File: src/sv/assert_macros.svh
// assertion helpers used by the top level rtl file
`ifndef ASSERT_MACROS_SVH
`define ASSERT_MACROS_SVH

// clocked assertion, disabled while reset is low
`define CTAP_ASSERT(lbl, clk, rst_n, prop, msg) \
  lbl: assert property (@(posedge clk) disable iff (!rst_n) prop) else $error(msg);

// clocked assertion that is also checked during reset
`define CTAP_ASSERT_ALWAYS(lbl, clk, prop, msg) \
  lbl: assert property (@(posedge clk) prop) else $error(msg);

`endif

File: src/sv/ctap_pkg.sv
// ----------------------------------------------------------------------------
// ctap_pkg
// shared types and constants of the cursor to absolute pointer converter
// ----------------------------------------------------------------------------
package ctap_pkg;

  // register indexes on the configuration port
  localparam logic [2:0] REG_BOX_X      = 3'd0;
  localparam logic [2:0] REG_BOX_Y      = 3'd1;
  localparam logic [2:0] REG_BOX_W      = 3'd2;
  localparam logic [2:0] REG_BOX_H      = 3'd3;
  localparam logic [2:0] REG_DESKTOP_W  = 3'd4;
  localparam logic [2:0] REG_DESKTOP_H  = 3'd5;

  // divider geometry: 17 quotient bits, one per stage
  localparam int unsigned QBITS   = 17;
  localparam int unsigned NUM_W   = 49;
  localparam int unsigned DEN_W   = 31;
  localparam int unsigned FRONT   = 3;
  localparam int unsigned LANE_ST = FRONT + QBITS;
  localparam int unsigned NSTAGE  = LANE_ST + 1;

  // per axis configuration handed to a lane
  typedef struct packed {
    logic signed [15:0] box;
    logic [14:0]        box_size;
    logic [14:0]        desk_size;
  } axis_cfg_t;

  // divider stage contents
  typedef struct packed {
    logic [NUM_W-1:0] rem;
    logic [DEN_W-1:0] d2;
    logic [QBITS-1:0] quo;
    logic             neg;
    logic             ovf;
  } div_st_t;

  // what a lane hands to the merge stage
  typedef struct packed {
    logic [QBITS-1:0] quo;
    logic             neg;
    logic             ovf;
  } lane_res_t;

endpackage

File: src/sv/ctap_lane.sv
// ----------------------------------------------------------------------------
// ctap_lane
// one axis: offset and clamp, products, rounding numerator, pipelined divider
// ----------------------------------------------------------------------------
module ctap_lane
  import ctap_pkg::*;
(
  input  logic                  clk_i,
  input  logic [LANE_ST-1:0]    en_i,
  input  axis_cfg_t             cfg_i,
  input  logic signed [15:0]    cursor_i,
  input  logic signed [15:0]    window_i,
  input  logic signed [15:0]    mon_i,
  input  logic [14:0]           msize_i,
  output lane_res_t             res_o
);

  // stage 1: offset into the letterbox, clamped
  logic signed [17:0] off;
  logic [14:0]        lb, dk;
  logic [14:0]        v_d, v_q, lb_q, dk_q, msz_q;
  logic signed [15:0] m_q;

  always_comb begin
    off = 18'(cursor_i) - 18'(window_i) - 18'(cfg_i.box);
    lb  = (cfg_i.box_size == '0) ? 15'd1 : cfg_i.box_size;
    dk  = (cfg_i.desk_size == '0) ? 15'd1 : cfg_i.desk_size;
    if (off < 0) begin
      v_d = '0;
    end else if (off > $signed({3'b000, lb})) begin
      v_d = lb;
    end else begin
      v_d = off[14:0];
    end
  end

  always_ff @(posedge clk_i) begin
    if (en_i[0]) begin
      v_q   <= v_d;
      lb_q  <= lb;
      dk_q  <= dk;
      m_q   <= mon_i;
      msz_q <= msize_i;
    end
  end

  // stage 2: the three products
  logic signed [31:0] p1_q;
  logic [29:0]        p2_q, den_q;

  always_ff @(posedge clk_i) begin
    if (en_i[1]) begin
      p1_q  <= 32'(m_q * $signed({1'b0, lb_q}));
      p2_q  <= v_q * msz_q;
      den_q <= lb_q * dk_q;
    end
  end

  // stage 3: scaled numerator, sign split, rounding bias
  logic signed [32:0]    s;
  logic signed [NUM_W-1:0] num;
  logic [NUM_W-2:0]      mag;
  div_st_t               st_d;
  div_st_t               st_q [QBITS+1];

  always_comb begin
    s   = 33'(p1_q) + $signed({3'b000, p2_q});
    num = ($signed(NUM_W'(s)) <<< 16) - $signed(NUM_W'(s));
    st_d.neg = s[32];
    mag = st_d.neg ? (NUM_W-1)'(-num) : (NUM_W-1)'(num);
    st_d.rem = {mag, 1'b0} + NUM_W'(den_q);
    st_d.d2  = {den_q, 1'b0};
    st_d.ovf = st_d.rem >= {st_d.d2, {QBITS{1'b0}}};
    st_d.quo = '0;
  end

  always_ff @(posedge clk_i) begin
    if (en_i[2]) begin
      st_q[0] <= st_d;
    end
  end

  // divider: one quotient bit per stage, msb first
  for (genvar i = 0; i < QBITS; i++) begin : g_div
    localparam int unsigned B = QBITS - 1 - i;
    logic [NUM_W-1:0] sh;
    div_st_t          nx;
    always_comb begin
      sh = NUM_W'(st_q[i].d2) << B;
      nx = st_q[i];
      if (st_q[i].rem >= sh) begin
        nx.rem    = st_q[i].rem - sh;
        nx.quo[B] = 1'b1;
      end
    end
    always_ff @(posedge clk_i) begin
      if (en_i[FRONT+i]) begin
        st_q[i+1] <= nx;
      end
    end
  end

  assign res_o.quo = st_q[QBITS].quo;
  assign res_o.neg = st_q[QBITS].neg;
  assign res_o.ovf = st_q[QBITS].ovf;

endmodule

File: config.mk
export PLATFORM = sky130hd
export DESIGN_NAME = ctap_lane
export DESIGN_NICKNAME = d
export VERILOG_FILES = /design/src/sv/assert_macros.svh /design/src/sv/ctap_pkg.sv /design/src/sv/ctap_lane.sv
export SDC_FILE = /design/constraint.sdc
export NUM_CORES = 2
export LEC_CHECK = 0
export BUFFER_PORTS_ARGS = -buffer_cell sky130_fd_sc_hd__buf_4
export CORE_AREA = 2 2 488 490
export DETAILED_ROUTE_END_ITERATION = 6
export DIE_AREA = 0 0 490 492
export HOLD_SLACK_MARGIN = 0.15
export PLACE_DENSITY = 0.68
export SLEW_MARGIN = 20
export SYNTH_ARGS = -nofsm -noshare
export SYNTH_HDL_FRONTEND = slang
export SYNTH_SLANG_ARGS = --single-unit
File: constraint.sdc
create_clock -name clk_i -period 11.6 [get_ports clk_i]
set_input_delay 2.9 -clock clk_i [delete_from_list [all_inputs] [get_ports clk_i]]
set_output_delay 2.9 -clock clk_i [all_outputs]
set_load 0.02 [all_outputs]
==> qor.yml <==
detailed_routing:
  first_pass_iters: 6
  num_vias: 82600
  first_iter_violations: 6357
  detail_route.wl_per_cell_um: 20.41
  ant_nets: 0
  via_per_inst: 5.682
  drc_errors: 0
  wl_mm: 296.7
global_route:
  grt_max_degree: 85
  grt_antenna_before_repair: 4
  grt_pass1_wl_mm: 463.3
  gr-total-overflow: 0
  grt_pass1_vias: 82760
  track_usage: 0.2435
final_layout:
  drive_above_1_share: 0.05701
  area_growth_pct: 9.015
  layout.nets: 12890
  finalNonFillerCells: 14540
worst_hold_path:
  hp-class: "flop to flop"
timing:
  fin_crit_ps: 10930
  slew_violations: 0
  hold_viol: 0
  fmax_ghz: 0.09145
  fin_crit_sh: 0.9427
  slew_headroom: 0.2233
  holdWs_ps: 415.2
  grt_setup_unrepaired: "no"
  skew_ps: 59.55
  setup_viol: 0
  setup_tns_ps: 0
  worst_slew_pin_slew_ps: 1154
worst_setup_path:
  worstPathArrival_ps: 11610
  startpoint_type: "flop"
  cp_max_fo: 7
  crit_path_max_incr_delay_ps: 570
  path_class: "flop to flop"
  endpoint_kind: "flop"
  crit_required_ps: 12270
  crit_path_top_delay_cell: "a211oi_1"
clock_tree:
  htreeDepth: 4
  clk_path_buf_depth: 3
  cts_tree: "yes"
  clock-root-buffer: "clkbuf_16"
  clk_pin_slew_worst_paths_ps: 60
  cts_sinks: 1683
  hold_buffers: 0
  cts_made_buffers: 183
  clk_latency_ps: 840
logic_synthesis:
  synth_edf_count: 1683
  synth.net_count: 12790
  synth_cell_types: 111
  yosys_warnings: 0
  syn_area_mm2: 0.1176
  synth_flop_cell: "edfxtp_1"
  ys_async_sr_fraction: 0
  synthCells: 11120
  ys_seq_elements: 1683
  avgSynthCellArea_um2: 10.57
  ys_seq_area_frac: 0.4299
place:
  hpwlAfterDp_mm: 231.2
  dp.cells: 14200
  port_buffers: 148
  gp_congestion: 0.9323
floorplanning:
  dieHeight_um: 492
  core_area_mm2: 0.2363
  die_width_um: 490
  initial_core_util: 0.4975
  dieArea_mm2: 0.2411
  io-pin-count: 149
  num_rows: 179
run:
  cap_violations: 0
status:
  status: "finished clean"
## cell families after synthesis
group / Yosys count / share of synthesized area
muxes: 93 / 0.008440
adders and majority gates: 1533 / 0.2024
DFF: 1683 / 0.4299
buffers and inverters: 1810 / 0.05806
and+or+nand+nor: 3173 / 0.1327
AOI/OAI and AO/OA: 2140 / 0.1170
xor gates and xnor gates: 690 / 0.05153
## worst max-delay path: cells and delay by family (launching register included)
kind / cells / cell delay, ps
simple gates: 19 / 5230
compound gates: 12 / 3290
flops: 1 / 380
fa+ha+maj: 3 / 1040
xor+xnor: 2 / 820
## layout make-up
cell class	instances	area (um^2)
antenna	3	7.507
timing repair buffer	212	1592
sequential	1683	50540
tap	3167	3963
clock inverter	112	1308
clock buffer	217	4728
fill	20110	108100
inverter	1514	5687
multi-input combinational	7629	60340
## layout by cell type, fill, tap and decap left out, types with 39 or more instances in the layout
master / count
mux2i_1: 53
o21bai_1: 79
clkbuf_16: 184
mux2_2: 39
and2_1: 363
fa_1: 613
or3_1: 79
xor2_1: 252
a21boi_0: 105
a31oi_1: 61
o21a_1: 60
o31ai_1: 149
ha_1: 919
and3_1: 73
o21ai_0: 592
nor2_1: 537
nor3_1: 191
nor2b_1: 92
nand2_1: 1134
nand4_1: 120
nand3_1: 179
nand2b_1: 100
a211oi_1: 77
a21o_1: 205
nor4_1: 98
xnor2_1: 436
buf_4: 212
edfxtp_1: 1683
a21oi_1: 500
inv_1: 1512
## synth_stat cells, types with 19 or more instances
cell / count / area [um^2]
nand2_1: 1135 / 4260
nand3_1: 179 / 895.9
a21o_1: 205 / 1539
or2_2: 37 / 231.5
and3_1: 73 / 456.7
o21ai_0: 592 / 2963
mux2_2: 39 / 439.2
a21boi_0: 106 / 795.8
fa_1: 614 / 12290
xnor2_1: 436 / 3819
a31oi_1: 62 / 387.9
o21bai_1: 79 / 593.1
nor4_1: 98 / 613.1
xor2_1: 252 / 2207
nor2_1: 538 / 2019
nand4_1: 120 / 750.7
nor3_1: 193 / 965.9
buf_1: 20 / 75.07
clkbuf_1: 271 / 1017
nor4b_1: 23 / 201.4
and2_1: 366 / 2290
nor2b_1: 92 / 575.6
nand4b_1: 24 / 210.2
o21a_1: 60 / 450.4
or4_1: 23 / 172.7
nand3b_1: 20 / 150.1
mux2i_1: 53 / 530.5
nand2b_1: 100 / 625.6
o41ai_1: 19 / 166.4
o31ai_1: 149 / 1119
a31o_2: 25 / 219.0
or3_1: 79 / 494.2
o211ai_1: 35 / 262.8
a211oi_1: 77 / 578.1
ha_1: 919 / 11500
a211o_1: 20 / 175.2
edfxtp_1: 1683 / 50540
a21oi_1: 503 / 2517
and4_1: 19 / 166.4
inv_1: 1512 / 5675
## what timing repair did
action,in CTS,in global routing
setup buffers,0,1
endpoints found under the setup margin,0,1
gates resized for setup,0,8
## through the flow
stage            util  area, um^2  setup slack, ps
2_1_floorplan       -      117600            842.3
3_3_place_gp   0.5166      122100            592.6
3_5_place_dp   0.5166      122100            602.8
4_1_cts        0.5421      128100            548.5
5_1_grt        0.5424      128200            30.95
6_report       0.5424      128200            665.2
## layer usage
metal	share of wire	GRT usage	up-vias
met1	0.43	0.3242	40520
li1	-	-	39070
met4	0.033	0.07935	2
met2	0.49	0.4146	2450
met5	0.000054	0	-
met3	0.051	0.02839	553
## state kept, by name, summed over array words and instances, names as in the netlist
register,cells
den_q,30
msz_q,15
v_q,15
m_q,16
p2_q,30
lb_q,15
dk_q,15
p1_q,32
st_q,1515
## final timing paths
kind                                endpoint  slack (ps)         start  cells past startpoint
worst max-delay path              st_q[0][0]         670       p1_q[2]                     36
worst min register to register  st_q[13][17]         420  st_q[12][17]                      0
worst min-delay path            st_q[13][17]         420  st_q[12][17]                      0
worst max register to register    st_q[0][0]         670       p1_q[2]                     36
Power is not shown: default switching activity piles up to over one toggle a cycle in this logic, so the estimate is an artifact.
