### config.mk
export PLATFORM = sky130hd
export DESIGN_NAME = ctap_merge
export DESIGN_NICKNAME = d
export VERILOG_FILES = /design/src/sv/assert_macros.svh /design/src/sv/ctap_pkg.sv /design/src/sv/ctap_merge.sv
export SDC_FILE = /design/constraint.sdc
export NUM_CORES = 1
export LEC_CHECK = 0
export BUFFER_PORTS_ARGS = -buffer_cell sky130_fd_sc_hd__buf_4
export CAP_MARGIN = 20
export CORE_MARGIN = 4
export CORE_UTILIZATION = 48
export CTS_CLUSTER_SIZE = 24
export DETAILED_ROUTE_END_ITERATION = 8
export PLACE_DENSITY = 0.94
export RECOVER_POWER = 50
export SLEW_MARGIN = 40
export SYNTH_ARGS = -nofsm -noshare
export SYNTH_HDL_FRONTEND = slang
export SYNTH_SLANG_ARGS = --single-unit
### constraint.sdc
create_clock -name clk_i -period 2 [get_ports clk_i]
set_input_delay 0.3 -clock clk_i [delete_from_list [all_inputs] [get_ports clk_i]]
set_output_delay 0.3 -clock clk_i [all_outputs]
set_load 0.02 [all_outputs]
### src/sv/assert_macros.svh
// assertion helpers used by the top level rtl file
`ifndef ASSERT_MACROS_SVH
`define ASSERT_MACROS_SVH

// clocked assertion, disabled while reset is low
`define CTAP_ASSERT(lbl, clk, rst_n, prop, msg) \
  lbl: assert property (@(posedge clk) disable iff (!rst_n) prop) else $error(msg);

// clocked assertion that is also checked during reset
`define CTAP_ASSERT_ALWAYS(lbl, clk, prop, msg) \
  lbl: assert property (@(posedge clk) prop) else $error(msg);

`endif

### src/sv/ctap_pkg.sv
// ----------------------------------------------------------------------------
// ctap_pkg
// shared types and constants of the cursor to absolute pointer converter
// ----------------------------------------------------------------------------
package ctap_pkg;

  // register indexes on the configuration port
  localparam logic [2:0] REG_BOX_X      = 3'd0;
  localparam logic [2:0] REG_BOX_Y      = 3'd1;
  localparam logic [2:0] REG_BOX_W      = 3'd2;
  localparam logic [2:0] REG_BOX_H      = 3'd3;
  localparam logic [2:0] REG_DESKTOP_W  = 3'd4;
  localparam logic [2:0] REG_DESKTOP_H  = 3'd5;

  // divider geometry: 17 quotient bits, one per stage
  localparam int unsigned QBITS   = 17;
  localparam int unsigned NUM_W   = 49;
  localparam int unsigned DEN_W   = 31;
  localparam int unsigned FRONT   = 3;
  localparam int unsigned LANE_ST = FRONT + QBITS;
  localparam int unsigned NSTAGE  = LANE_ST + 1;

  // per axis configuration handed to a lane
  typedef struct packed {
    logic signed [15:0] box;
    logic [14:0]        box_size;
    logic [14:0]        desk_size;
  } axis_cfg_t;

  // divider stage contents
  typedef struct packed {
    logic [NUM_W-1:0] rem;
    logic [DEN_W-1:0] d2;
    logic [QBITS-1:0] quo;
    logic             neg;
    logic             ovf;
  } div_st_t;

  // what a lane hands to the merge stage
  typedef struct packed {
    logic [QBITS-1:0] quo;
    logic             neg;
    logic             ovf;
  } lane_res_t;

endpackage

### src/sv/ctap_merge.sv
// ----------------------------------------------------------------------------
// ctap_merge
// saturates both lane quotients, removes the bias and packs the result beat
// ----------------------------------------------------------------------------
module ctap_merge
  import ctap_pkg::*;
(
  input  logic        clk_i,
  input  logic        en_i,
  input  lane_res_t   x_i,
  input  lane_res_t   y_i,
  output logic [31:0] tdata_o
);

  function automatic logic [15:0] sat(lane_res_t r);
    logic [15:0] o;
    if (r.neg) begin
      o = 16'h8000;
    end else if (r.ovf || r.quo >= QBITS'(65535)) begin
      o = 16'h7fff;
    end else begin
      o = r.quo[15:0] ^ 16'h8000;
    end
    return o;
  endfunction

  // output register
  always_ff @(posedge clk_i) begin
    if (en_i) begin
      tdata_o <= {sat(y_i), sat(x_i)};
    end
  end

endmodule

==> run metrics, run 1 <==
Top reg by flops tdata_o; largest net degree at the start of global routing 33; Starting Density between 50% and 60%; Final GP Congestion about 0.77; CTS-repair resized insts 0; Avg WL per Cell 14.9 µm; CTS Buf Count 5; Die Span Y between 60 and 70 µm; crit path max fanout 1; Die ar. 3980 µm²; initial antenna violation count 0; Leakage 0.770 nW; clock-pin slew on the worst setup and hold paths 0.09 ns; H-tree levels 2; CP top delay family flip-flops; antenna fix cells 0; Hold WC Path Type in -> reg; PD cells 768 nW/µm²; synth unique cells 9; Slew HR 48.6%; total gr overflow 0; hold-critical path endpoint tdata_o[24]; core area 2830 µm²; crit path DAT 0.90 ns; Final Hold Violating Endpoints 0; CP required 1.70 ns; CP startpoint tdata_o[1]; IO Pins 72; most common cell after layout, fill and taps aside buf_4; CTS sink count 32; Reg area 961 µm²; max-slew violations 0; Max Clk Rate 0.836 GHz; synthesized instance count between 100 and 150; Post-Route WL 3060 µm; deepest clock path buffer count 2; Initial DRC Count 11; Worst VDD drop 0.000455 V; Clk pwr share 23.3%; crit start category flop; Psw between 0.3 and 0.4 mW; Sw Ratio between 20% and 30%; CTS tree done; Critical path buffers and inverters 1; Crit Path Class reg -> out; layout net count 214; slowest stage cell on the critical path edfxtp_1; detailed-route via count ~1.0k; top flop regs tdata_o x32; Layout area overhead 29.3%; YS warnings 0; I/O Buffers 71; vias per cell slightly above 5; Post-CTS Setup Repair Bufs 0; register area share after synthesis ~66%; crit-path cells buf_4; status finished, final reports clean; unrepaired setup endpoints after global routing no; Yosys reg bits 32; Slew @ Worst Pin 0.771 ns; power after layout 1.45 mW; synthesized area between 1000 and 1500 µm²; Flop pwr share between 50% and 60%; Worst Hold Launch y_i[10]; share of layout cells above drive strength 1 46.3%; Crit. End Element output pin; syn nets 146; post-synthesis area per instance ~14 µm²; hold depth 3; fin crit share 59.8%; Final setup viols 0; first-pass GRT wire length 4860 µm; Overall Global Routing Usage 16.7%; critical path's largest stage delay 0.40 ns; drt drc 0; minimum clock period after layout 1.20 ns; Filler cells 222; max reg flops 32; hpwl dp between 2000 and 2500 µm; MaxCap Viol Count 0; combinational power share 20.2%; die span in x 63.1 µm; area of the multi-input gates 310 µm²; DR pass1 iterations 4; TNS Setup 0 ns; Int Pwr 1.06 mW; Root Driver clkbuf_4; vias in the first global route 1047; # rows 19; antenna viol nets, final 0; commonest non-fill, non-tap cells in the layout buf_4, edfxtp_1, nor2_1, nor3_1; Post-CTS Hold Fix Bufs 0
[synthesized netlist by cell type]
library cell  count  area, µm²
or2_1             2       12.5
nor3_1           10       50.1
nor2_1           30        113
buf_6             5       56.3
buf_4             2       15.0
buf_12            1       20.0
edfxtp_1         32        961
buf_2             2       10.0
nor3_2           22        220
[how the worst max path moves through the flow]
stage | end | slack [ns] | depth (start not counted)
finish | tdata_o[1] | 0.80 | 1
global route | tdata_o[28] | 0.74 | 1
CTS | tdata_o[28] | 0.78 | 1
detailed placement | tdata_o[31] | 0.92 | 3
global placement | tdata_o[31] | 0.97 | 3
floorplan | tdata_o[21] | 1.02 | 4
[final cells by class]
cell class                 count  area share [%]
tap                           31            2.06
sequential                    32            51.0
multi-input combinational     64            16.5
timing repair buffer          71            27.8
clock buffer                   5            1.99
clock inverter                 3           0.730
[routing by layer]
metal / global-route usage (%) / part of all wire, %
met1: 15.2 / 35
met3: 9.77 / 13
met5: 0 / 0
met2: 29.4 / 50
met4: 7.44 / 1.8
[worst min-delay path, stage by stage]
cell and delay [ns]:
buf_4 0.08, nor3_2 0.03, nor2_1 0.07
[kinds of logic (layout without fill, tap and decap cells)]
logic type | after synthesis | count (layout) | share of synthesized area (%)
buf+inv | 10 | 79 | 6.95
flops | 32 | 32 | 65.9
simple gates | 64 | 64 | 27.1
[power by group through the flow]
stage,Sequential [mW],Clock (mW),Combinational (mW)
2_1_floorplan,0.909,0,0.0794
3_3_place_gp,0.831,0,0.301
3_5_place_dp,0.834,0,0.311
4_1_cts,0.819,0.347,0.311
5_1_grt,0.825,0.375,0.314
6_report,0.818,0.337,0.293
[stage by stage]
| step | hold WS [ns] | std cells | worst slack (ns) | utilization, % | instance area (µm²) |
|---|---|---|---|---|---|
| 3_3_place_gp | 0.592 | 198 | 0.965 | 68.2 | 1930 |
| 4_1_cts | 0.239 | 206 | 0.782 | 70.0 | 1980 |
| 5_1_grt | 0.244 | 206 | 0.741 | 66.6 | 1880 |
| 3_5_place_dp | 0.602 | 198 | 0.924 | 68.2 | 1930 |
| 6_report | 0.256 | 206 | 0.804 | 66.6 | 1880 |
| 2_1_floorplan | 0.412 | 106 | 1.02 | - | 1460 |
Power figures use the tool's default switching activity.
==> run 2: changes to the inputs <==
CORE_UTILIZATION = 41   (was 48)
PLACE_DENSITY = 0.87   (was 0.94)
clock period = 1.1 ns   (was 2 ns; I/O delays follow)
==> run 2 against run 1 <==
Utilization decreased by 9.4 points; critical path depth is the same; die area rose by 15%; global-route usage fell by 2.6 points; largest power group unchanged; largest cell class unchanged; non-clock buffer count is the same; combinational power is 82% higher.
==> run metrics, run 2 (synthesized netlist as in run 1, its figures left out) <==
status finished, final reports clean; Critical path buffers and inverters 1 (unchanged); core area 3390 µm² (+20%); commonest non-fill, non-tap cells in the layout buf_4, edfxtp_1, nor2_1, nor3_1, nor3_2; antenna fix cells 0 (unchanged); hold-critical path endpoint tdata_o[10]; combinational power share 18.7% (-1.5 points); CTS sink count 32 (unchanged); Filler cells 290 (+31%); Post-CTS Setup Repair Bufs 0 (unchanged); Hold Slack 0.139 ns (-0.116 ns); antenna viol nets, final 0 (unchanged); Slew HR 49.8% (+1.2 points); Final setup viols 0 (unchanged); CP top delay family flip-flops; max reg flops 32 (unchanged); total gr overflow 0 (unchanged); Final Hold Violating Endpoints 0 (unchanged); initial antenna violation count 0 (unchanged); Sw Ratio 23.8% (-2.7 points); CTS Buf Count 5 (unchanged); # rows 21 (+2); Flop pwr share 52.1% (-4.4 points); dpl ws 0.177 ns (-0.748 ns); fin crit share about 94%; CP startpoint tdata_o[10]; slowest stage cell on the critical path edfxtp_1; critical path's largest stage delay 0.38 ns (-0.02 ns); layout net count 214 (unchanged); TNS Setup 0 ns (unchanged); H-tree levels 2 (unchanged); unrepaired setup endpoints after global routing no; Worst Hold Launch x_i[12]; drt drc 0 (unchanged); CP required 0.94 ns (-0.76 ns); Worst VDD drop 0.000522 V (+15%); Int Pwr 2.18 mW (+100%); CTS tree done; crit path DAT 0.87 ns (-0.03 ns); hold depth 3 (unchanged); Post-Route WL 3080 µm (+0.62%); minimum clock period after layout 1.04 ns; largest net degree at the start of global routing 33 (unchanged); Max Clk Rate 0.966 GHz; fin area 1940 µm² (+2.9%); most common cell after layout, fill and taps aside buf_4; Root Driver clkbuf_4; Clk pwr share 29.2% (+5.9 points); Die Span Y 67.6 µm (+7.2%); Avg WL per Cell 13.9 µm (-6.2%); Top reg by flops tdata_o; share of layout cells above drive strength 1 47.4% (+1.1 points); Layout area overhead 33.0%; Area after DPL 1950 µm² (+0.97%); crit-path cells buf_4; crit start category flop; crit path max fanout 1 (unchanged); Leakage 0.782 nW (+1.5%); die span in x 67.6 µm (+7.2%); Initial DRC Count 62 (+51); Finished Core Util 57.2% (-9.4 points); vias in the first global route 952 (-9.1%); top flop regs tdata_o x32; Hold WC Path Type in -> reg; detailed-route via count 1019 (-2.0%); Crit Path Class reg -> out; Overall Global Routing Usage 14.1% (-2.6 points); I/O Buffers 71 (unchanged); Die ar. 4570 µm² (+15%); first-pass GRT wire length 4610 µm (-5.1%); PD cells 1470 nW/µm² (+92%); Final GP Congestion 0.651 (-15%); vias per cell 4.61 (-8.7%); Post-CTS Hold Fix Bufs 0 (unchanged); max-slew violations 0 (unchanged); CTS-repair resized insts 0 (unchanged); Slew @ Worst Pin 0.753 ns (-0.0179 ns); deepest clock path buffer count 2 (unchanged); Final Worst Setup Slack 0.0644 ns (-0.739 ns); IO Pins 72 (unchanged); MaxCap Viol Count 0 (unchanged); clock-pin slew on the worst setup and hold paths 0.10 ns (about the same); DR pass1 iterations 4 (unchanged); Crit. End Element output pin; Psw 0.680 mW (+77%); Starting Density 43.0% (-8.5 points)
-- run 2: cell count changes in the layout (fill, tap and decap cells not counted), sizes merged --
cell / before / now
bufinv: 0 / 1
clkbuf: 8 / 9
clkinv: 3 / 1
-- run 2: per-stage QoR --
stage	std cells	power, mW
global placement	213	2.07
CTS	221	2.92
global route	221	3.00
finish	221	2.86
floorplan	106	1.80
detailed placement	213	2.08
-- run 2: tightest hold or removal path, delay by kind of cell --
family / cells / cell delay, ns
AND/OR/NAND/NOR: 2 / 0.10
buffers and inverters: 1 / 0.08
-- run 2: area by class of cell --
| type | count | area, µm² | share of cell area [%] |
|---|---|---|---|
| Sequential cell | 32 | 961 | 49.6 |
| Timing Repair Buffer | 71 | 523 | 27.0 |
| Multi-Input combinational cell | 64 | 320 | 16.5 |
| Tap cell | 46 | 57.6 | 2.97 |
| Clock buffer | 6 | 41.3 | 2.13 |
| Clock inverter | 2 | 35.0 | 1.81 |
-- run 2: layer usage --
layer / wire length (µm) / vias up / share of wire [%] / GRT usage [%]
met5: 0 / - / 0 / 0
met4: 51 / 0 / 1.7 / 7.59
met3: 438 / 5 / 14 / 5.99
met2: 1360 / 61 / 44 / 22.0
met1: 1230 / 442 / 40 / 16.2
li1: - / 511 / - / -
-- run 2: how the worst max path moves through the flow --
stage                       end  slack, ns  depth (start not counted)
finish              tdata_o[10]       0.06                          1
global placement    tdata_o[31]       0.20                          3
global route         tdata_o[5]      0.003                          1
detailed placement  tdata_o[31]       0.18                          3
CTS                 tdata_o[11]       0.04                          1
floorplan           tdata_o[21]       0.25                          4
-- run 2: power by group through the flow --
stage          logic (mW)  registers, mW  clock network (mW)
6_report            0.534           1.49               0.834
5_1_grt             0.573           1.50               0.922
4_1_cts             0.567           1.49               0.866
3_5_place_dp        0.566           1.52                   0
3_3_place_gp        0.554           1.51                   0
2_1_floorplan       0.144           1.65                   0
